==> config.mk <==
export PLATFORM = sky130hd
export DESIGN_NAME = aar_front
export DESIGN_NICKNAME = d
export VERILOG_FILES = /design/src/sv/aar_pkg.sv /design/src/sv/aar_front.sv
export SDC_FILE = /design/constraint.sdc
export NUM_CORES = 1
export LEC_CHECK = 0
export CORE_MARGIN = 3
export CORE_UTILIZATION = 55
export CTS_CLUSTER_SIZE = 16
export DETAILED_ROUTE_END_ITERATION = 16
export DONT_BUFFER_PORTS = 1
export PLACE_DENSITY = 0.75
export SYNTH_ARGS = -nofsm -noshare
export SYNTH_HDL_FRONTEND = slang
export SYNTH_SLANG_ARGS = --single-unit
==> constraint.sdc <==
create_clock -name clk -period 20.2 [get_ports clk]
set_input_delay 4.04 -clock clk [delete_from_list [all_inputs] [get_ports clk]]
set_output_delay 4.04 -clock clk [all_outputs]
set_load 0.02 [all_outputs]
==> src/sv/aar_pkg.sv <==
// Shared types, constants and arithmetic helpers for the axis-angle rotation block.
package aar_pkg;

  localparam int FRAC_BITS    = 14;
  localparam int CORDIC_STEPS = 16;

  // Queue between the front and back parts
  localparam int Q_DEPTH = 4;
  localparam int Q_PTR_W = $clog2(Q_DEPTH);
  localparam int Q_CNT_W = $clog2(Q_DEPTH + 1);

  // Axis unit depth: normalise, square root and division are fixed by the field widths
  localparam int NORM_STEPS = 5;
  localparam int NORM_TOP   = 32;
  localparam int SQRT_STEPS = 31;
  localparam int DIV_STEPS  = 31;
  localparam int LAT_AXIS   = (NORM_STEPS + 1) + (SQRT_STEPS + 1) + (DIV_STEPS + 1) + 1;
  localparam int LAT_ANG    = CORDIC_STEPS + 7;
  localparam int LAT_ALIGN  = LAT_AXIS - LAT_ANG;
  localparam int LAT_ALL    = LAT_AXIS + 4;

  typedef logic signed [33:0] q_t;

  localparam q_t Q_ONE       = 34'sd1 <<< 30;
  localparam q_t CORDIC_GAIN = 34'sd652032874;

  localparam int OUT_SHIFT = 30 - FRAC_BITS;
  localparam logic signed [34:0] RND_OUT = (35'sd1 <<< 29) >>> FRAC_BITS;
  localparam logic signed [34:0] OUT_LIM = 35'sd1 <<< FRAC_BITS;
  localparam logic signed [34:0] OUT_HI  = (OUT_LIM > 35'sd32767) ? 35'sd32767 : OUT_LIM;
  localparam logic signed [34:0] OUT_LO  = (-OUT_LIM < -35'sd32768) ? -35'sd32768 : -OUT_LIM;
  localparam logic [15:0] ID_DIAG = OUT_HI[15:0];

  typedef struct packed {
    logic [2:0][15:0] mag;
    logic [2:0]       neg;
    logic [31:0]      len2;
    logic             zero;
    logic [17:0]      ap;
    logic [6:0]       low7;
  } front_item_t;

  // Q30 product, rounded half up
  function automatic q_t mulq(input q_t a, input q_t b);
    logic signed [67:0] p;
    p = 68'(a) * 68'(b);
    p = p + (68'sd1 <<< 29);
    return p[63:30];
  endfunction

  function automatic q_t clampq(input q_t v);
    if (v > Q_ONE) return Q_ONE;
    if (v < -Q_ONE) return -Q_ONE;
    return v;
  endfunction

  // Q30 to output format with rounding and saturation
  function automatic logic [15:0] to_out(input q_t v);
    logic signed [34:0] r;
    r = ($signed({v[33], v}) + RND_OUT) >>> OUT_SHIFT;
    if (r > OUT_HI) r = OUT_HI;
    if (r < OUT_LO) r = OUT_LO;
    return r[15:0];
  endfunction

  function automatic q_t atan_q30(input logic [4:0] i);
    logic [31:0] a;
    case (i)
      5'd0:    a = 32'h3243F6A8;
      5'd1:    a = 32'h1DAC6705;
      5'd2:    a = 32'h0FADBAFC;
      5'd3:    a = 32'h07F56EA6;
      5'd4:    a = 32'h03FEAB76;
      5'd5:    a = 32'h01FFD55B;
      5'd6:    a = 32'h00FFFAAA;
      5'd7:    a = 32'h007FFF55;
      5'd8:    a = 32'h003FFFEA;
      5'd9:    a = 32'h001FFFFD;
      5'd10:   a = 32'h000FFFFF;
      5'd11:   a = 32'h0007FFFF;
      5'd12:   a = 32'h0003FFFF;
      5'd13:   a = 32'h0001FFFF;
      5'd14:   a = 32'h0000FFFF;
      5'd15:   a = 32'h00007FFF;
      5'd16:   a = 32'h00003FFF;
      5'd17:   a = 32'h00001FFF;
      5'd18:   a = 32'h00000FFF;
      5'd19:   a = 32'h000007FF;
      5'd20:   a = 32'h000003FF;
      5'd21:   a = 32'h000001FF;
      5'd22:   a = 32'h000000FF;
      5'd23:   a = 32'h0000007F;
      5'd24:   a = 32'h0000003F;
      5'd25:   a = 32'h0000001F;
      5'd26:   a = 32'h0000000F;
      5'd27:   a = 32'h00000008;
      5'd28:   a = 32'h00000004;
      5'd29:   a = 32'h00000002;
      5'd30:   a = 32'h00000001;
      default: a = 32'h00000000;
    endcase
    return q_t'({2'b00, a});
  endfunction

endpackage

==> src/sv/aar_front.sv <==
// Front part: accepts requests, takes magnitudes and squared length, splits the angle.
module aar_front import aar_pkg::*; (
  input  logic               clk,
  input  logic               rst_n,
  input  logic               in_valid,
  output logic               in_ready,
  input  logic signed [15:0] axis_x,
  input  logic signed [15:0] axis_y,
  input  logic signed [15:0] axis_z,
  input  logic signed [23:0] angle_deg,
  input  logic               q_full,
  output logic               push,
  output front_item_t        item
);

  logic        f_v_r, f_v_nxt;
  front_item_t item_r, item_nxt;
  logic        accept;

  assign in_ready = !f_v_r || !q_full;
  assign accept   = in_valid && in_ready;
  assign push     = f_v_r && !q_full;
  assign item     = item_r;

  always_comb begin
    logic signed [15:0] comp [3];
    logic signed [18:0] ap_s;
    comp[0] = axis_x;
    comp[1] = axis_y;
    comp[2] = axis_z;
    for (int l = 0; l < 3; l++) begin
      item_nxt.mag[l] = comp[l][15] ? 16'(-comp[l]) : comp[l];
      item_nxt.neg[l] = comp[l][15];
    end
    item_nxt.len2 = 32'(item_nxt.mag[0]) * 32'(item_nxt.mag[0])
                  + 32'(item_nxt.mag[1]) * 32'(item_nxt.mag[1])
                  + 32'(item_nxt.mag[2]) * 32'(item_nxt.mag[2]);
    item_nxt.zero = (item_nxt.len2 == '0);
    // offset keeps the quotient positive and a multiple of four quadrants
    ap_s = 19'(angle_deg >>> 7) + 19'sd65700;
    item_nxt.ap   = ap_s[17:0];
    item_nxt.low7 = angle_deg[6:0];
  end

  always_comb begin
    f_v_nxt = f_v_r;
    if (accept) f_v_nxt = 1'b1;
    else if (push) f_v_nxt = 1'b0;
  end

  always_ff @(posedge clk) begin
    if (!rst_n) begin
      f_v_r <= 1'b0;
    end else begin
      f_v_r <= f_v_nxt;
    end
  end

  always_ff @(posedge clk) begin
    if (accept) begin
      item_r <= item_nxt;
    end
  end

endmodule

==> metrics.txt, run 1 <==
status completed; Post-CTS Resized 0; Post-Syn Instances 2608; Main synth FF type edfxtp_1; area grow syn2layout 5.01%; min Tclk post-route 15.28 ns; CTS tree done; crit end category register; Vias/cell 5.32; CP max FO 13; Worst-Margin Slew 1.44 ns; layout filler cell count 3901; Hold Fails Final Rpt 0; setup TNS 0 ns; synthesized flop and latch total 110; period utilization 75.6%; Inserted Clock Buffers 9; top-count cell post-synth inv_1; synth warn 0; Final GP Congestion 0.932; initial antenna violation count 1; reg2reg end item[83]; root buf cell clkbuf_16; ANT cells 0; Crit path largest cell delay 1.12 ns; Rows 78; Commonest cells post-synth inv_1, fa_1, ha_1; clock-pin slew on the worst setup and hold paths 0.09 ns; Area contributors post-synth fa_1, edfxtp_1, inv_1, ha_1, nand2_1; cell taking the most area after synthesis fa_1; worst hold path type reg2reg; worst setup path start axis_z[0]; CP endpoint item[25]; Detail Route Antenna Nets 0; Synth top area share 47.2%; boundary pin count 187; CP arrival 15.52 ns; core area 46000 sq um; total grt overflow 0; RSZ-0062 raised after global routing false; Post-Route WL 63000 um; Max Slew Vio Count 0; share of layout cells above drive strength 1 2.97%; CTS Hold Bufs 0; nets@finish 3595; die width 223 um; synthesized area per cell 9.95 sq um; Crit path top cell by count fa_1; Worst R2R Path Depth 3; insertion delay to the later sink of the worst-skew pair 0.41 ns; maxcap violations 0; Req. time, crit path 20.44 ns; overall routing resource usage 27.0%; Post-synth EDFFs 109; post-CTS setup buffer count 0; RR Startpoint f_v_r; IO buf count 0; synth unique cells 65; # clock sinks 110; number of global-route vias before repair 19900; H-tree levels 3; sequential element share of the synthesized area 12.7%; Fmax 65.5 MHz; clk buf depth 2; Crit Path Class in2reg; Mapped Area 25900 sq um; DR WL/cell 19.3 um; Final setup viols 0; Initial Utilization 56.4%; Die Area 49800 sq um; reg2reg setup slack 17.80 ns; global-route wire length before repair 103000 um; DP HPWL 54800 um; clk_skew 0.0165 ns; pin count of the biggest net entering global routing 64; total number of vias 17300; crit start category input port; number of remaining DRC errors 0; Die Ht 223 um; Initial DRT Pass Iterations 5; slowest CP cell xor2_1; Async S/R FF share, synth 0%; relative slew slack 3.52%; starting DRC count in detailed routing 854
## sequential cells by signal, summed over array words and instances, names as in the netlist
register,flops
f_v_r,1
item,109
## layer usage
layer / vias to the layer above / wire (um) / track usage (%)
met5: - / 0 / 0
met4: 0 / 3490 / 13.5
met3: 190 / 3940 / 4.80
met2: 598 / 33700 / 48.0
met1: 8925 / 21900 / 31.5
li1: 7606 / - / -
## critical path: cells and delay by family
kind / cells / cell delay (ns)
buffers and inverters: 8 / 1.20
xor gates and xnor gates: 2 / 1.25
and+or+nand+nor: 10 / 3.39
AOI/OAI and AO/OA: 2 / 0.51
adders and majority gates: 11 / 5.12
## worst min path at each step
stage,start,to,cells after the start
5_1_grt,f_v_r,f_v_r,2
3_3_place_gp,f_v_r,f_v_r,2
2_1_floorplan,f_v_r,f_v_r,2
6_report,f_v_r,f_v_r,2
4_1_cts,f_v_r,f_v_r,2
3_5_place_dp,f_v_r,f_v_r,2
## placed cells by master, fill, tap and decap left out, types with 3 or more instances in the layout
master     Yosys  routed
a21boi_0       3       3
a21o_1        12      12
a21oi_1       24      24
a31oi_1        4       4
and2_1         5       4
and3_1         5       5
buf_4          0      29
clkbuf_16      0       9
clkinv_1       9       9
conb_1         2      39
edfxtp_1     109     109
fa_1         612     612
ha_1         254     254
inv_1        864     864
inv_2         14      14
inv_8          0       3
nand2_1      217     217
nand2b_1       5       5
nand3_1       10      10
nand4_1        7       7
nor2_1       205     205
nor3_1        11      11
nor4_1         3       3
o211ai_1       3       3
o21a_1         8       8
o21ai_0       14      14
o21ai_1        6       6
o21bai_1       5       5
o31a_1         3       3
o31ai_1        9       9
o41ai_1        4       4
or3_1          3       3
or4_1          9       9
xnor2_1       63      63
xor2_1        34      34
## cell families after synthesis
group           share of synthesized area (%)
simple gates                             8.08
fa+ha+maj                                59.5
compound gates                           3.03
mux                                    0.0386
flops                                    12.7
buf+inv                                  13.3
xor+xnor                                 3.34
other cells                            0.0290
## through the flow
stage | worst slack [ns] | hold slack [ns] | util [%] | std cells | instance area [sq um]
global placement | 4.67 | 0.498 | 58.6 | 3242 | 26900
CTS | 5.04 | 0.533 | 59.3 | 3258 | 27200
finish | 4.92 | 0.531 | 59.3 | 3258 | 27200
global route | 4.49 | 0.547 | 59.3 | 3258 | 27200
detailed placement | 4.62 | 0.512 | 58.6 | 3242 | 26900
floorplan | 6.23 | 0.487 | - | 2645 | 26100
## cell type report
class / instances / area, sq um / area share [%]
clock inverters: 7 / 83.8 / 0.308
multi-input cells: 1616 / 19300 / 71.0
inverters: 887 / 3330 / 12.2
repair buffers: 29 / 218 / 0.799
flip-flops and latches: 110 / 3290 / 12.1
well taps: 600 / 751 / 2.76
clock buffers: 9 / 225 / 0.827
Power of run 1 is left out: the tool's default activity adds up to more than one toggle a clock period on the data nets, which glitch-free logic cannot reach.
==> run 2, diff against run 1 <==
ABC_AREA = 1   (was default)
PLACE_DENSITY = 0.78   (was 0.75)
clock period = 13.4 ns   (was 20.2 ns; I/O delays follow)
==> run 2 against run 1 <==
Flip-flop and latch count unchanged; area after synthesis up 4.1%; clock skew up 0.013 ns; core utilization down 0.53 points; first-iteration DRC count up 39%; via count up 5.5%; global-route usage down 1.2 points; register-to-register slack worse by 6.1 ns; wire length down 0.57%; count of clock-buffer cells in the layout unchanged.
==> metrics.txt, run 2 <==
status completed; Detail Route Antenna Nets 0 (unchanged); crit start category input port; Mapped Area 27000 sq um (+4.1%); slowest CP cell fa_1; setup TNS 0 ns (unchanged); Initial DRT Pass Iterations 6 (+1); Worst-Margin Slew 0.969 ns (-0.474 ns); clk buf depth 2 (unchanged); H-tree levels 3 (unchanged); clk_skew 0.0292 ns (+0.0127 ns); total grt overflow 0 (unchanged); die width 228 um (+2.0%); Finished Layout Cells 3620 (+11%); period utilization 86.7%; Max Slew Vio Count 0 (unchanged); DP HPWL 54900 um (+0.21%); Post-CTS Resized 0 (unchanged); clock-pin slew on the worst setup and hold paths 0.11 ns (+0.02 ns); Initial Utilization 56.1% (-0.34 points); Crit path top cell by count inv_1; Main synth FF type edfxtp_1; IO buf count 0 (unchanged); CTS Hold Bufs 0 (unchanged); post-CTS setup buffer count 0 (unchanged); boundary pin count 187 (unchanged); CTS tree done; synthesized area per cell 9.22 sq um (-7.3%); Vias/cell 5.05 (-5.0%); global-route wire length before repair 101000 um (-1.8%); min Tclk post-route 11.61 ns; synth unique cells 53 (-18%); Hold Fails Final Rpt 0 (unchanged); Die Ht 228 um (+2.0%); RSZ-0062 raised after global routing false; area grow syn2layout 4.71%; CP max FO 16 (+3); Inserted Clock Buffers 9 (unchanged); Final GP Congestion 0.930 (-0.19%); Final setup viols 0 (unchanged); insertion delay to the later sink of the worst-skew pair 0.42 ns (about the same); Post-Route WL 62600 um (-0.57%); Crit Path Class in2reg; dpl cell area 28000 sq um (+3.9%); # clock sinks 110 (unchanged); root buf cell clkbuf_16; pin count of the biggest net entering global routing 76 (+19%); starting DRC count in detailed routing 1185 (+39%); Inst Count DP 3604 (+11%); commonest non-fill, non-tap cell in the layout inv_1; Commonest cells post-synth inv_1, fa_1, nand2_1; sequential element share of the synthesized area 12.2% (-0.50 points); relative slew slack 35.4% (+32 points); most frequent cells in the layout inv_1, fa_1, nand2_1; Area contributors post-synth fa_1, inv_1, edfxtp_1, ha_1, nand2_1; Post-Syn Instances 2929 (+12%); overall routing resource usage 25.8% (-1.2 points); number of global-route vias before repair 19800 (-0.30%); share of layout cells above drive strength 1 4.08% (+1.1 points); Die Area 51800 sq um (+4.0%); Req. time, crit path 13.69 ns (-6.75 ns); layout filler cell count 4091 (+4.9%); crit end category register; final instance area 28300 sq um (+3.8%); Synth top area share 45.4% (-1.9 points); synthesized flop and latch total 110 (unchanged); Async S/R FF share, synth 0% (unchanged); WHS 0.698 ns (+0.167 ns); top-count cell post-synth inv_1; total number of vias 18300 (+5.5%); synth warn 0 (unchanged); CP arrival 11.90 ns (-3.62 ns); number of remaining DRC errors 0 (unchanged); DR WL/cell 17.3 um (-11%); Rows 80 (+2.6%); cell taking the most area after synthesis fa_1; Fmax 86.1 MHz; core area 48100 sq um (+4.7%); Post-synth EDFFs 109 (unchanged); maxcap violations 0 (unchanged); ANT cells 0 (unchanged); initial antenna violation count 0 (-1); max reg flops 109 (unchanged); worst hold path type reg2reg; Crit path largest cell delay 0.53 ns (-0.59 ns); nets@finish 3901 (+8.5%)
run 2: cell count changes after synthesis, moves of 14 or more:
cell and delta:
inv_1 +136, o21ai_0 +14, nor2_1 +42, nand2_1 +145, nand3_1 +26, xnor2_1 -52
run 2: layout make-up:
class	instances	area (sq um)	share of cell area [%]
multi-input combinational	1794	19900	70.2
inverter	1022	3840	13.6
sequential	110	3290	11.6
tap	656	821	2.90
clock buffer	9	225	0.797
timing repair buffer	22	165	0.584
clock inverter	7	83.8	0.296
run 2: worst paths after layout:
| kind | startpoint | end | slack (ns) | cells after the start |
|---|---|---|---|---|
| worst max register to register | f_v_r | item[80] | 11.74 | 2 |
| worst min-delay path | f_v_r | f_v_r | 0.70 | 2 |
| worst max-delay path | axis_x[0] | item[25] | 1.79 | 41 |
| worst min register to register | f_v_r | f_v_r | 0.70 | 2 |
run 2: per-layer routing:
| metal | global-route usage [%] | vias up | wire length [um] | share of wire (%) |
|---|---|---|---|---|
| met1 | 31.7 | 9129 | 22900 | 37 |
| met3 | 5.21 | 165 | 4500 | 7.2 |
| met5 | 0 | - | 0 | 0 |
| met4 | 12.4 | 0 | 3230 | 5.2 |
| met2 | 44.1 | 634 | 32000 | 51 |
| li1 | - | 8346 | - | - |
run 2: worst max-delay path, delay by kind of cell:
family                   cells  cell delay [ns]
AO/OA/AOI/OAI                4             0.79
XOR/XNOR                     2             0.70
adder cells (fa/ha/maj)     11             4.99
buffers and inverters       12             1.21
AND/OR/NAND/NOR             12             1.53
run 2: kinds of logic after synthesis:
group | count (synthesis) | share of synthesized area [%]
flip-flops | 110 | 12.2
other | 2 | 0.0278
adder cells (fa/ha/maj) | 866 | 57.1
AO/OA/AOI/OAI | 98 | 2.11
AND/OR/NAND/NOR | 742 | 11.9
XOR/XNOR | 49 | 1.80
buffers and inverters | 1062 | 14.8
run 2: through the flow:
step / util, % / setup slack, ns
finish: 58.7 / 1.79
CTS: 58.7 / 1.91
global placement: 58.1 / 1.60
global route: 58.7 / 1.21
detailed placement: 58.1 / 1.47
floorplan: - / 2.21
Power of run 2 is left out for the same reason.
