## src/sv/aar_pkg.sv

```systemverilog
// Shared types, constants and arithmetic helpers for the axis-angle rotation block.
package aar_pkg;

  localparam int FRAC_BITS    = 14;
  localparam int CORDIC_STEPS = 16;

  // Queue between the front and back parts
  localparam int Q_DEPTH = 4;
  localparam int Q_PTR_W = $clog2(Q_DEPTH);
  localparam int Q_CNT_W = $clog2(Q_DEPTH + 1);

  // Axis unit depth: normalise, square root and division are fixed by the field widths
  localparam int NORM_STEPS = 5;
  localparam int NORM_TOP   = 32;
  localparam int SQRT_STEPS = 31;
  localparam int DIV_STEPS  = 31;
  localparam int LAT_AXIS   = (NORM_STEPS + 1) + (SQRT_STEPS + 1) + (DIV_STEPS + 1) + 1;
  localparam int LAT_ANG    = CORDIC_STEPS + 7;
  localparam int LAT_ALIGN  = LAT_AXIS - LAT_ANG;
  localparam int LAT_ALL    = LAT_AXIS + 4;

  typedef logic signed [33:0] q_t;

  localparam q_t Q_ONE       = 34'sd1 <<< 30;
  localparam q_t CORDIC_GAIN = 34'sd652032874;

  localparam int OUT_SHIFT = 30 - FRAC_BITS;
  localparam logic signed [34:0] RND_OUT = (35'sd1 <<< 29) >>> FRAC_BITS;
  localparam logic signed [34:0] OUT_LIM = 35'sd1 <<< FRAC_BITS;
  localparam logic signed [34:0] OUT_HI  = (OUT_LIM > 35'sd32767) ? 35'sd32767 : OUT_LIM;
  localparam logic signed [34:0] OUT_LO  = (-OUT_LIM < -35'sd32768) ? -35'sd32768 : -OUT_LIM;
  localparam logic [15:0] ID_DIAG = OUT_HI[15:0];

  typedef struct packed {
    logic [2:0][15:0] mag;
    logic [2:0]       neg;
    logic [31:0]      len2;
    logic             zero;
    logic [17:0]      ap;
    logic [6:0]       low7;
  } front_item_t;

  // Q30 product, rounded half up
  function automatic q_t mulq(input q_t a, input q_t b);
    logic signed [67:0] p;
    p = 68'(a) * 68'(b);
    p = p + (68'sd1 <<< 29);
    return p[63:30];
  endfunction

  function automatic q_t clampq(input q_t v);
    if (v > Q_ONE) return Q_ONE;
    if (v < -Q_ONE) return -Q_ONE;
    return v;
  endfunction

  // Q30 to output format with rounding and saturation
  function automatic logic [15:0] to_out(input q_t v);
    logic signed [34:0] r;
    r = ($signed({v[33], v}) + RND_OUT) >>> OUT_SHIFT;
    if (r > OUT_HI) r = OUT_HI;
    if (r < OUT_LO) r = OUT_LO;
    return r[15:0];
  endfunction

  function automatic q_t atan_q30(input logic [4:0] i);
    logic [31:0] a;
    case (i)
      5'd0:    a = 32'h3243F6A8;
      5'd1:    a = 32'h1DAC6705;
      5'd2:    a = 32'h0FADBAFC;
      5'd3:    a = 32'h07F56EA6;
      5'd4:    a = 32'h03FEAB76;
      5'd5:    a = 32'h01FFD55B;
      5'd6:    a = 32'h00FFFAAA;
      5'd7:    a = 32'h007FFF55;
      5'd8:    a = 32'h003FFFEA;
      5'd9:    a = 32'h001FFFFD;
      5'd10:   a = 32'h000FFFFF;
      5'd11:   a = 32'h0007FFFF;
      5'd12:   a = 32'h0003FFFF;
      5'd13:   a = 32'h0001FFFF;
      5'd14:   a = 32'h0000FFFF;
      5'd15:   a = 32'h00007FFF;
      5'd16:   a = 32'h00003FFF;
      5'd17:   a = 32'h00001FFF;
      5'd18:   a = 32'h00000FFF;
      5'd19:   a = 32'h000007FF;
      5'd20:   a = 32'h000003FF;
      5'd21:   a = 32'h000001FF;
      5'd22:   a = 32'h000000FF;
      5'd23:   a = 32'h0000007F;
      5'd24:   a = 32'h0000003F;
      5'd25:   a = 32'h0000001F;
      5'd26:   a = 32'h0000000F;
      5'd27:   a = 32'h00000008;
      5'd28:   a = 32'h00000004;
      5'd29:   a = 32'h00000002;
      5'd30:   a = 32'h00000001;
      default: a = 32'h00000000;
    endcase
    return q_t'({2'b00, a});
  endfunction

endpackage

```

## src/sv/aar_queue.sv

```systemverilog
// Short queue between the front and back parts.
module aar_queue import aar_pkg::*; (
  input  logic        clk,
  input  logic        rst_n,
  input  logic        push,
  input  front_item_t wr_item,
  input  logic        pop,
  output logic        full,
  output logic        not_empty,
  output front_item_t head
);

  front_item_t        mem_r [Q_DEPTH];
  logic [Q_PTR_W-1:0] wp_r, wp_nxt, rp_r, rp_nxt;
  logic [Q_CNT_W-1:0] cnt_r, cnt_nxt;

  assign full      = (cnt_r == Q_CNT_W'(Q_DEPTH));
  assign not_empty = (cnt_r != '0);
  assign head      = mem_r[rp_r];

  always_comb begin
    wp_nxt  = wp_r;
    rp_nxt  = rp_r;
    cnt_nxt = cnt_r;
    if (push) wp_nxt = (wp_r == Q_PTR_W'(Q_DEPTH - 1)) ? '0 : wp_r + Q_PTR_W'(1);
    if (pop) rp_nxt = (rp_r == Q_PTR_W'(Q_DEPTH - 1)) ? '0 : rp_r + Q_PTR_W'(1);
    if (push && !pop) cnt_nxt = cnt_r + Q_CNT_W'(1);
    else if (pop && !push) cnt_nxt = cnt_r - Q_CNT_W'(1);
  end

  always_ff @(posedge clk) begin
    if (!rst_n) begin
      wp_r  <= '0;
      rp_r  <= '0;
      cnt_r <= '0;
    end else begin
      wp_r  <= wp_nxt;
      rp_r  <= rp_nxt;
      cnt_r <= cnt_nxt;
    end
  end

  always_ff @(posedge clk) begin
    if (push) begin
      mem_r[wp_r] <= wr_item;
    end
  end

endmodule

```

## config.mk

```make
export PLATFORM = sky130hd
export DESIGN_NAME = aar_queue
export DESIGN_NICKNAME = d
export VERILOG_FILES = /design/src/sv/aar_pkg.sv /design/src/sv/aar_queue.sv
export SDC_FILE = /design/constraint.sdc
export NUM_CORES = 1
export LEC_CHECK = 0
export BUFFER_PORTS_ARGS = -buffer_cell sky130_fd_sc_hd__buf_2
export CAP_MARGIN = 25
export CORE_MARGIN = 1.5
export CORE_UTILIZATION = 50
export DETAILED_ROUTE_END_ITERATION = 10
export GPL_TIMING_DRIVEN = 0
export PLACE_DENSITY = 0.71
export SYNTH_ARGS = -nofsm -noshare
export SYNTH_HDL_FRONTEND = slang
export SYNTH_SLANG_ARGS = --single-unit
```

## constraint.sdc

```tcl
create_clock -name clk -period 4.57 [get_ports clk]
set_input_delay 0.457 -clock clk [delete_from_list [all_inputs] [get_ports clk]]
set_output_delay 0.457 -clock clk [all_outputs]
set_load 0.005 [all_outputs]
```

==> results of run 1 <==
==> power by group through the flow <==
stage                     clock network (mW)  logic [mW]  registers, mW
after floorplan                            0       0.379           4.81
after global placement                     0       0.695           4.83
after detailed placement                   0       0.734           4.81
after CTS                               3.42       0.736           4.72
after global routing                    3.59       0.779           4.73
final                                   3.33       0.716           4.72
==> registers in the layout (all words and copies together) (netlist names), named ones only <==
| name | cells |
|---|---|
| mem_r | 436 |
| cnt_r | 3 |
| rp_r | 2 |
| wp_r | 2 |
==> cells in the mapped netlist <==
library cell	instances	share of area, %
a21boi_0	1	0.047
and2_1	5	0.19
buf_2	11	0.34
buf_4	1	0.047
buf_6	2	0.14
buf_8	1	0.093
clkbuf_1	9	0.21
dfxtp_1	9	1.1
edfxtp_1	436	81
fa_1	1	0.12
ha_1	6	0.47
inv_1	4	0.093
mux2i_1	4	0.25
mux4_2	109	15
nor2_1	1	0.023
nor2b_1	5	0.19
nor3_1	1	0.031
nor3b_1	1	0.047
o21a_1	1	0.047
o21ai_0	1	0.031
or3_1	2	0.078
xnor2_1	1	0.054
xor2_1	1	0.054
==> placed cells by master, fill, tap and decap left out, drive strengths merged <==
cell type,instances
ha,6
edfxtp,436
nor3,1
nor2,1
inv,5
clkinv,15
xor2,1
mux2i,4
a21boi,1
dfxtp,9
o21ai,1
nor3b,1
and2,5
buf,246
o21a,1
or3,2
mux4,109
bufinv,2
fa,1
xnor2,1
nor2b,5
diode,2
clkbuf,71
==> logic make-up (layout without fill, tap and decap cells) <==
| family | count (synthesis) | after routing | share of synthesized area [%] |
|---|---|---|---|
| other | 0 | 2 | 0 |
| adders and majority gates | 7 | 7 | 0.589 |
| buffers and inverters | 28 | 339 | 0.922 |
| xor gates and xnor gates | 2 | 2 | 0.109 |
| DFF | 445 | 445 | 82.2 |
| AOI/OAI and AO/OA | 3 | 3 | 0.124 |
| muxes | 113 | 113 | 15.5 |
| and+or+nand+nor | 15 | 15 | 0.566 |
==> critical path: cells and delay by family, from the launching register on <==
family,cells,cell delay [ns]
DFF,1,0.31
muxes,1,0.41
buffers and inverters,3,1.08
==> layout make-up <==
type                            instances  share of cell area [%]
Clock inverter                         18                   0.816
Inverter                                4                  0.0777
Multi-Input combinational cell        140                    14.1
Tap cell                              402                    2.60
Clock buffer                           62                    6.16
Antenna cell                            2                  0.0259
Sequential cell                       445                    68.7
Timing Repair Buffer                  231                    6.80
Buffer                                 24                   0.693
==> how the worst min path moves through the flow <==
stage,start,slack [ns],to,depth (start not counted)
after detailed placement,cnt_r[2],0.50,cnt_r[2],2
after CTS,wr_item[91],0.10,mem_r[0][91],1
after global placement,cnt_r[2],0.48,cnt_r[2],2
final,wr_item[18],0.13,mem_r[0][18],1
after floorplan,cnt_r[2],0.47,cnt_r[2],2
after global routing,wr_item[31],0.10,mem_r[0][31],1
==> routing by layer <==
metal | track usage [%] | wire length, um | vias to the layer above
met5 | 0 | 0 | -
met4 | 4.66 | 480 | 0
met3 | 4.19 | 1680 | 44
met2 | 29.1 | 14500 | 198
met1 | 24.3 | 12300 | 3765
li1 | - | - | 3202
==> metrics by stage <==
step	cell area, sq um	worst slack (ns)	cells	hold slack, ns
final	19300	1.78	1328	0.133
after global routing	19300	1.65	1326	0.102
after floorplan	16100	1.03	613	0.467
after detailed placement	18000	2.29	1246	0.497
after CTS	19300	1.70	1326	0.100
after global placement	17800	-1.02	1238	0.483
==> flow_metrics.py, run 1 <==
metrics = {
    "status": {
        "status": "finished, final reports clean",
    },
    "power_and_ir_drop": {
        "powerDensity_nw_per_um2": 454,
        "power_frac_clock_pct": 38.0,
        "total_power_mw": 8.77,
        "switching_share_pct": 20.6,
        "seqPwrFrac_pct": 53.8,
        "pwr-share-comb_pct": 8.2,
        "p_sw_mw": 1.81,
        "worst_ir_drop_vdd_uv": 313,
        "p_int_mw": 6.96,
        "p_leak_nw": 6.52,
    },
    "global_routing": {
        "antenna_found_initial": 1,
        "grt_pass1_vias": 7735,
        "grtUsageTotal_pct": 17.7,
        "grt_remaining_overflow": 0,
        "grt_max_degree": 51,
        "grt_pass1_wl_um": 44500,
    },
    "synth": {
        "synth.cell_area_sq_um": 16100,
        "yosysWarnings": 0,
        "synth_cells": 613,
        "synth-seq-cells": 445,
        "syn_area_per_cell_sq_um": 26.3,
        "syn_nets": 733,
        "ys_seq_area_share_pct": 82.2,
        "synth_cell_type_count": 23,
    },
    "setup_path": {
        "arrival_ns": 2.34,
        "max_stage_delay_ns": 0.60,
        "crit_fanout": 10,
        "critPathKind": "flop to primary output",
        "r2r_end": "mem_r[2][56]",
        "crit_top_cell": "buf_2",
        "crit_path_end_kind": "primary output",
        "required_ns": 4.11,
        "reg2reg_depth": 4,
        "crit_end": "head[10]",
        "path_cells": "buf_2 > clkbuf_1 > mux4_2 > buf_2",
        "r2r_start": "wp_r[0]",
        "critPathLaunchType": "flop",
        "cp_slowest_cell": "clkbuf_1",
        "ff2ff_setup_slack_ns": 2.76,
    },
    "job": {
        "cap_violations": 0,
    },
    "sta": {
        "skew_ns": 0.0165,
        "fmax_ghz": 0.358,
        "final-setup-viol-count": 0,
        "rsz0062_at_grt": "false",
        "tightest_slew_ns": 0.716,
        "period_needed_ns": 2.79,
        "fin_crit_sh_pct": 61.1,
        "slew_headroom_pct": 52.2,
        "hold_viol_final": 0,
        "slew_violations": 0,
        "fin_tns_setup_ns": 0,
    },
    "cells_and_area": {
        "drive_above_1_share_pct": 44.6,
        "final_nets": 1011,
        "register_area_sq_um": 13300,
        "final.fill_count": 2166,
        "area_delta_synth_final_pct": 19.7,
        "fin_util_pct": 61.1,
        "multi_input_area_sq_um": 2730,
    },
    "cts": {
        "ctsResizeCount": 0,
        "hold_buffers": 0,
        "clk_latency_ns": 0.53,
        "htree_levels": 2,
        "clockRootBuffer": "clkbuf_16",
        "cts_buffers": 45,
        "cts.sinks": 445,
        "clkTransAtPathRegs_ns": 0.06,
        "post-cts-setup-buffer-count": 0,
        "cts_tree": "done",
        "cts.path.max_buffers": 3,
    },
    "floorplanning": {
        "die_height_um": 183,
        "start_util_pct": 51.0,
        "chipWidth_um": 183,
        "rows": 65,
        "core_sq_um": 31600,
        "dieArea_sq_um": 33400,
        "pin_count": 224,
    },
    "detailed_routing": {
        "viasPerCell": 5.43,
        "wl_per_cell_um": 21.8,
        "drcViolationCount": 0,
        "ant_nets": 0,
        "drtIter0Drc": 420,
        "num_vias": 7209,
        "routed_wl_um": 28900,
        "drt-pass1-iter-count": 5,
    },
    "min_path": {
        "hp-class": "input pin to flop",
    },
    "place": {
        "place_hpwl_um": 18200,
        "io_buffers": 223,
        "gp_congestion": 0.714,
    },
}
No activity file was read; power rests on OpenSTA's default activity.
==> run 2: changes to the inputs <==
Settings changed: ABC_AREA set to 1.
Clock period 4.57 ns to 2.63 ns, I/O delays scaled along.
==> run 2 against run 1 <==
Flip-flop and latch count stayed put. Via count rose by 49%. Design area grew 8.5%. Register-to-register slack got worse by 2.5 ns. First-iteration DRC count rose by 130%. Power rose by 82%. Largest cell class unchanged. Highest routed layer unchanged.
==> flow_metrics.py, run 2 <==
metrics = {
    "job": {
        "cap_violations": 0,
    },
    "setup_path": {
        "critPathLaunchType": "flop",
        "critPathKind": "flop to primary output",
        "r2r_end": "mem_r[0][45]",
        "reg2reg_depth": 6,
        "arrival_ns": 2.19,
        "crit_fanout": 10,
        "ff2ff_setup_slack_ns": 0.29,
        "crit_path_end_kind": "primary output",
        "required_ns": 2.37,
        "r2r_start": "wp_r[0]",
    },
    "place": {
        "dp_slack_ns": 0.264,
        "gp_congestion": 0.717,
        "place_hpwl_um": 23500,
        "dp.cells": 1791,
        "io_buffers": 223,
    },
    "synth": {
        "yosysWarnings": 0,
        "synthArstFlopShare_pct": 0,
        "synth.cell_area_sq_um": 16500,
        "syn_nets": 1234,
        "syn_area_per_cell_sq_um": 14.8,
        "yosys_most_used_dff": "edfxtp_1",
        "synth_cell_type_count": 21,
        "ys_seq_area_share_pct": 80.3,
        "yosys-top-cells-area": "edfxtp_1 (79%), o21ai_0 (6.6%), nor2_1 (5.2%), o22ai_1 (4.1%), dfxtp_1 (1.1%)",
        "synth_edf_count": 436,
        "synth_most_common_cell": "edfxtp_1",
        "synth_top_area_cell": "edfxtp_1",
        "synth_common_cells": "edfxtp_1 (436), nor2_1 (227), o21ai_0 (218), o22ai_1 (109)",
        "yosysTopAreaCellShare_pct": 79.2,
        "synth_cells": 1114,
        "synth-seq-cells": 445,
    },
    "detailed_routing": {
        "wl_per_cell_um": 19.9,
        "drt-pass1-iter-count": 6,
        "viasPerCell": 5.45,
        "drtIter0Drc": 960,
        "ant_nets": 0,
        "routed_wl_um": 39400,
        "num_vias": 10800,
        "drcViolationCount": 0,
    },
    "sta": {
        "slew_violations": 0,
        "fin_tns_setup_ns": 0,
        "rsz0062_at_grt": "false",
        "fin_crit_sh_pct": 93.1,
        "final-setup-viol-count": 0,
        "slew_headroom_pct": 42.1,
        "period_needed_ns": 2.45,
        "postLayoutSetupSlackWorst_ns": 0.181,
        "tightest_slew_ns": 0.866,
        "fmax_ghz": 0.408,
        "hold_viol_final": 0,
        "skew_ns": 0.0118,
    },
    "global_routing": {
        "antenna_found_initial": 0,
        "grt_max_degree": 37,
        "grt_remaining_overflow": 0,
        "grtUsageTotal_pct": 22.7,
        "grt_pass1_vias": 10600,
        "grt_pass1_wl_um": 58400,
    },
    "power_and_ir_drop": {
        "p_leak_nw": 7.44,
        "worst_ir_drop_vdd_uv": 613,
        "powerDensity_nw_per_um2": 761,
        "total_power_mw": 15.9,
    },
    "cts": {
        "clk_latency_ns": 0.52,
        "cts_tree": "done",
        "clkTransAtPathRegs_ns": 0.06,
        "cts.sinks": 445,
        "htree_levels": 2,
        "cts_buffers": 45,
        "cts.path.max_buffers": 3,
        "clockRootBuffer": "clkbuf_16",
    },
    "floorplanning": {
        "pin_count": 224,
        "die_height_um": 185,
        "dieArea_sq_um": 34200,
        "core_sq_um": 32500,
        "chipWidth_um": 185,
        "start_util_pct": 50.8,
        "rows": 66,
    },
    "cells_and_area": {
        "most-common-layout-cells": "edfxtp_1 (436), buf_2 (253), nor2_1 (227)",
        "final_nets": 1626,
        "drive_above_1_share_pct": 22.7,
        "diodes": 0,
        "final.fill_count": 2388,
        "largest_reg_flops": 436,
        "layout_commonest_cell": "edfxtp_1",
        "regMostFlops": "mem_r",
        "instances_no_fill": 1978,
        "reg.largest.list": "mem_r x436, cnt_r x3",
        "area_delta_synth_final_pct": 26.9,
    },
    "min_path": {
        "hp-class": "input pin to flop",
        "whs_endpoint": "rp_r[1]",
        "hold_depth": 3,
        "worstHoldStart": "pop",
    },
    "status": {
        "status": "finished, final reports clean",
    },
}
run 2: cell types whose count changed in the layout (fill, tap and decap cells not counted), moves of 5 or more:
| cell | previous run | this run |
|---|---|---|
| nor2_1 | 1 | 227 |
| o21ai_0 | 1 | 218 |
| dlygate4sd3_1 | 0 | 110 |
| mux4_2 | 109 | 0 |
| o22ai_1 | 0 | 109 |
| buf_2 | 234 | 253 |
| clkbuf_1 | 26 | 40 |
| buf_12 | 3 | 12 |
| buf_6 | 2 | 8 |
| nand2_1 | 0 | 6 |
| buf_16 | 5 | 0 |
| clkinvlp_4 | 0 | 5 |
| inv_1 | 4 | 9 |
| nor2b_1 | 5 | 0 |
run 2: per-layer routing:
layer,track usage [%],part of all wire (%),up-vias,wire [um]
met1,30.5,41,5320,16200
met4,6.67,2.2,0,848
met5,0,0,-,0
met3,4.42,7.2,58,2850
li1,-,-,4997,-
met2,37.9,49,402,19400
run 2: area by class of cell:
class	instances	area, sq um	area share, %
repair buffers	345	2460	11.7
clock inverters	21	236	1.13
multi-input cells	582	2830	13.5
plain buffers	71	377	1.80
well taps	442	553	2.64
clock buffers	56	1170	5.57
flip-flops and latches	445	13300	63.3
inverters	16	77.6	0.370
run 2: critical path, cell delays in order, from the launching register on:
cell and delay, ns:
dfxtp_1 0.32, inv_2 0.29, clkbuf_1 0.42, o21ai_0 0.19, o22ai_1 0.26, buf_2 0.18
run 2: through the flow:
step / utilization (%) / cell area (sq um) / hold WS (ns)
2_1_floorplan: - / 16600 / 0.362
3_3_place_gp: 56.0 / 18200 / 0.475
3_5_place_dp: 56.7 / 18500 / 0.478
4_1_cts: 64.4 / 21000 / 0.0407
5_1_grt: 64.5 / 21000 / 0.0928
6_report: 64.5 / 21000 / 0.0614
run 2: power by group:
| part | switching, mW | internal, mW |
|---|---|---|
| logic | 0.998 | 0.643 |
| clock network | 2.50 | 3.63 |
| registers | 0.0695 | 8.11 |
run 2: how the worst max path moves through the flow:
stage                         endpoint  cells after the start  slack (ns)  startpoint
after floorplan            mem_r[0][0]                      4       -0.01     wp_r[0]
after detailed placement  mem_r[0][45]                      6        0.26     wp_r[0]
after global routing          head[87]                      7        0.04        flop
after CTS                     head[85]                      6        0.05        flop
final                          head[4]                      5        0.18        flop
after global placement    mem_r[0][30]                      4       -1.45     wp_r[0]
run 2: logic make-up (layout without fill, tap and decap cells):
group	after synthesis	in the layout	share of synthesized area (%)
buffers and inverters	87	509	2.65
AND/OR/NAND/NOR	241	241	5.52
adder cells (fa/ha/maj)	7	7	0.575
XOR/XNOR	1	1	0.0530
AO/OA/AOI/OAI	333	333	10.9
flip-flops	445	445	80.3
run 2: timing repair:
action                                  CTS  global route
buffers inserted                          0             0
endpoints found under the setup margin    0             5
gates resized for setup                   0             2
hold buffers                            110             0
endpoints found under the hold margin   437             0
==> run 3: changes to the inputs <==
Settings changed: PLACE_DENSITY 0.71 to 0.74.
Clock period 2.63 ns to 2.1 ns, I/O delays scaled along.
==> run 3 against run 2 <==
The run now ends with setup timing left. Design area grew 5.0%. First-iteration DRC count shrank 15%. Power grew 29%. Cell count grew 1.2%. Critical path type unchanged. Largest cell class unchanged. Largest power group unchanged.
==> flow_metrics.py, run 3 (synthesis gave the netlist of run 2 again) <==
metrics = {
    "status": {
        "status": "finished, violations left",
        "violations": "setup timing",
    },
    "floorplanning": {
        "core_sq_um": 32500,
        "pin_count": 224,
        "chipWidth_um": 185,
        "die_height_um": 185,
        "start_util_pct": 50.8,
        "dieArea_sq_um": 34200,
        "rows": 66,
    },
    "setup_path": {
        "cp_slowest_cell": "dfxtp_4",
        "path_cells": "buf_12 > clkinv_8 > buf_12 > buf_12 > buf_6 > o21ai_4 > o22ai_2 > buf_2",
        "arrival_ns": 1.93,
        "critPathLaunchType": "flop",
        "path_delay_family": "buffers and inverters",
        "ff2ff_setup_slack_ns": 0.15,
        "required_ns": 1.89,
        "max_stage_delay_ns": 0.36,
        "crit_fanout": 6,
        "critPathKind": "flop to primary output",
        "cp_num_buf_inv": 6,
        "crit_top_cell": "buf_12",
        "crit_path_end_kind": "primary output",
    },
    "cells_and_area": {
        "area_delta_synth_final_pct": 33.2,
        "design_area_sq_um": 22000,
        "register_area_sq_um": 13300,
        "final_nets": 1642,
        "layout_commonest_cell": "edfxtp_1",
        "regMostFlops": "mem_r",
        "reg.largest.list": "mem_r x436, cnt_r x3",
        "drive_above_1_share_pct": 29.4,
        "instances_no_fill": 2001,
        "fin_util_pct": 67.7,
        "final.fill_count": 2206,
        "most-common-layout-cells": "edfxtp_1 (436), buf_2 (225), nor2_1 (204)",
        "largest_reg_flops": 436,
        "multi_input_area_sq_um": 3150,
    },
    "sta": {
        "fmax_ghz": 0.467,
        "final-setup-viol-count": 4,
        "fin_tns_setup_ns": -0.0601,
        "skew_ns": 0.0128,
        "fin_crit_sh_pct": 102,
        "slew_violations": 0,
        "period_needed_ns": 2.14,
        "hold_slack_ns": 0.0243,
        "tightest_slew_ns": 0.785,
        "slew_headroom_pct": 47.4,
        "postLayoutSetupSlackWorst_ns": -0.0401,
        "hold_viol_final": 0,
        "rsz0062_at_grt": "true",
    },
    "global_routing": {
        "grt_pass1_wl_um": 60100,
        "grt_pass1_vias": 10800,
        "grtUsageTotal_pct": 23.4,
        "antenna_found_initial": 2,
        "grt_remaining_overflow": 0,
        "grt_max_degree": 37,
    },
    "detailed_routing": {
        "drt-pass1-iter-count": 5,
        "num_vias": 10900,
        "viasPerCell": 5.46,
        "ant_nets": 0,
        "wl_per_cell_um": 20.8,
        "drtIter0Drc": 815,
        "routed_wl_um": 41600,
        "drcViolationCount": 0,
    },
    "job": {
        "cap_violations": 0,
    },
    "cts": {
        "clockRootBuffer": "clkbuf_16",
        "clkTransAtPathRegs_ns": 0.06,
        "cts.sinks": 445,
        "clk_latency_ns": 0.53,
        "cts.path.max_buffers": 3,
        "cts_buffers": 46,
        "cts_tree": "done",
        "htree_levels": 2,
    },
    "place": {
        "io_buffers": 223,
        "dp.cells": 1791,
        "placed_area_sq_um": 18500,
        "dp_slack_ns": -0.0666,
        "gp_congestion": 0.748,
        "place_hpwl_um": 23200,
    },
    "power_and_ir_drop": {
        "total_power_mw": 20.5,
        "powerDensity_nw_per_um2": 932,
        "p_leak_nw": 7.88,
        "worst_ir_drop_vdd_uv": 800,
    },
    "min_path": {
        "hp-class": "input pin to flop",
    },
}
==> run 3: per-layer routing <==
metal / vias to the layer above / track usage, % / share of wire, %
met1: 5353 / 30.5 / 40
met4: 0 / 6.86 / 2.3
li1: 5040 / - / -
met2: 465 / 39.8 / 50
met3: 67 / 4.92 / 7.6
met5: - / 0 / 0
==> run 3: timing repair <==
action                                  CTS  global route
endpoints found under the hold margin   443             0
pin swaps                                13            28
buffers inserted                          7             2
cloned                                    4             3
hold buffers                            110             0
endpoints found under the setup margin  143           127
gates resized for setup                 146           155
==> run 3: worst paths after layout <==
check        startpoint           end  depth (start not counted)
max                flop     head[103]                          8
min                 pop          flop                          4
max reg2reg     wp_r[1]  mem_r[1][38]                          6
min reg2reg     wp_r[1]       wp_r[1]                          2
==> run 3: where the power goes <==
part           switching, mW  leakage (nW)  internal (mW)
combinational           1.37          3.11           1.04
sequential            0.0975          4.08           10.2
clock                   3.21         0.698           4.66
==> run 3: area by class of cell <==
type                    count  share of cell area (%)
flip-flops and latches    445                    60.3
inverters                  16                   0.421
plain buffers              70                    3.54
multi-input cells         582                    14.3
clock buffers              61                    5.67
well taps                 442                    2.51
diodes                      2                  0.0227
repair buffers            359                    12.2
clock inverters            22                   0.943
repair inverters            2                  0.0455
==> run 3: worst register-to-register path: cells and delay by family (launching register included) <==
family                   cells  cell delay (ns)
adder cells (fa/ha/maj)      1             0.18
buffers and inverters        4             0.98
AND/OR/NAND/NOR              1             0.17
flip-flops                   1             0.35
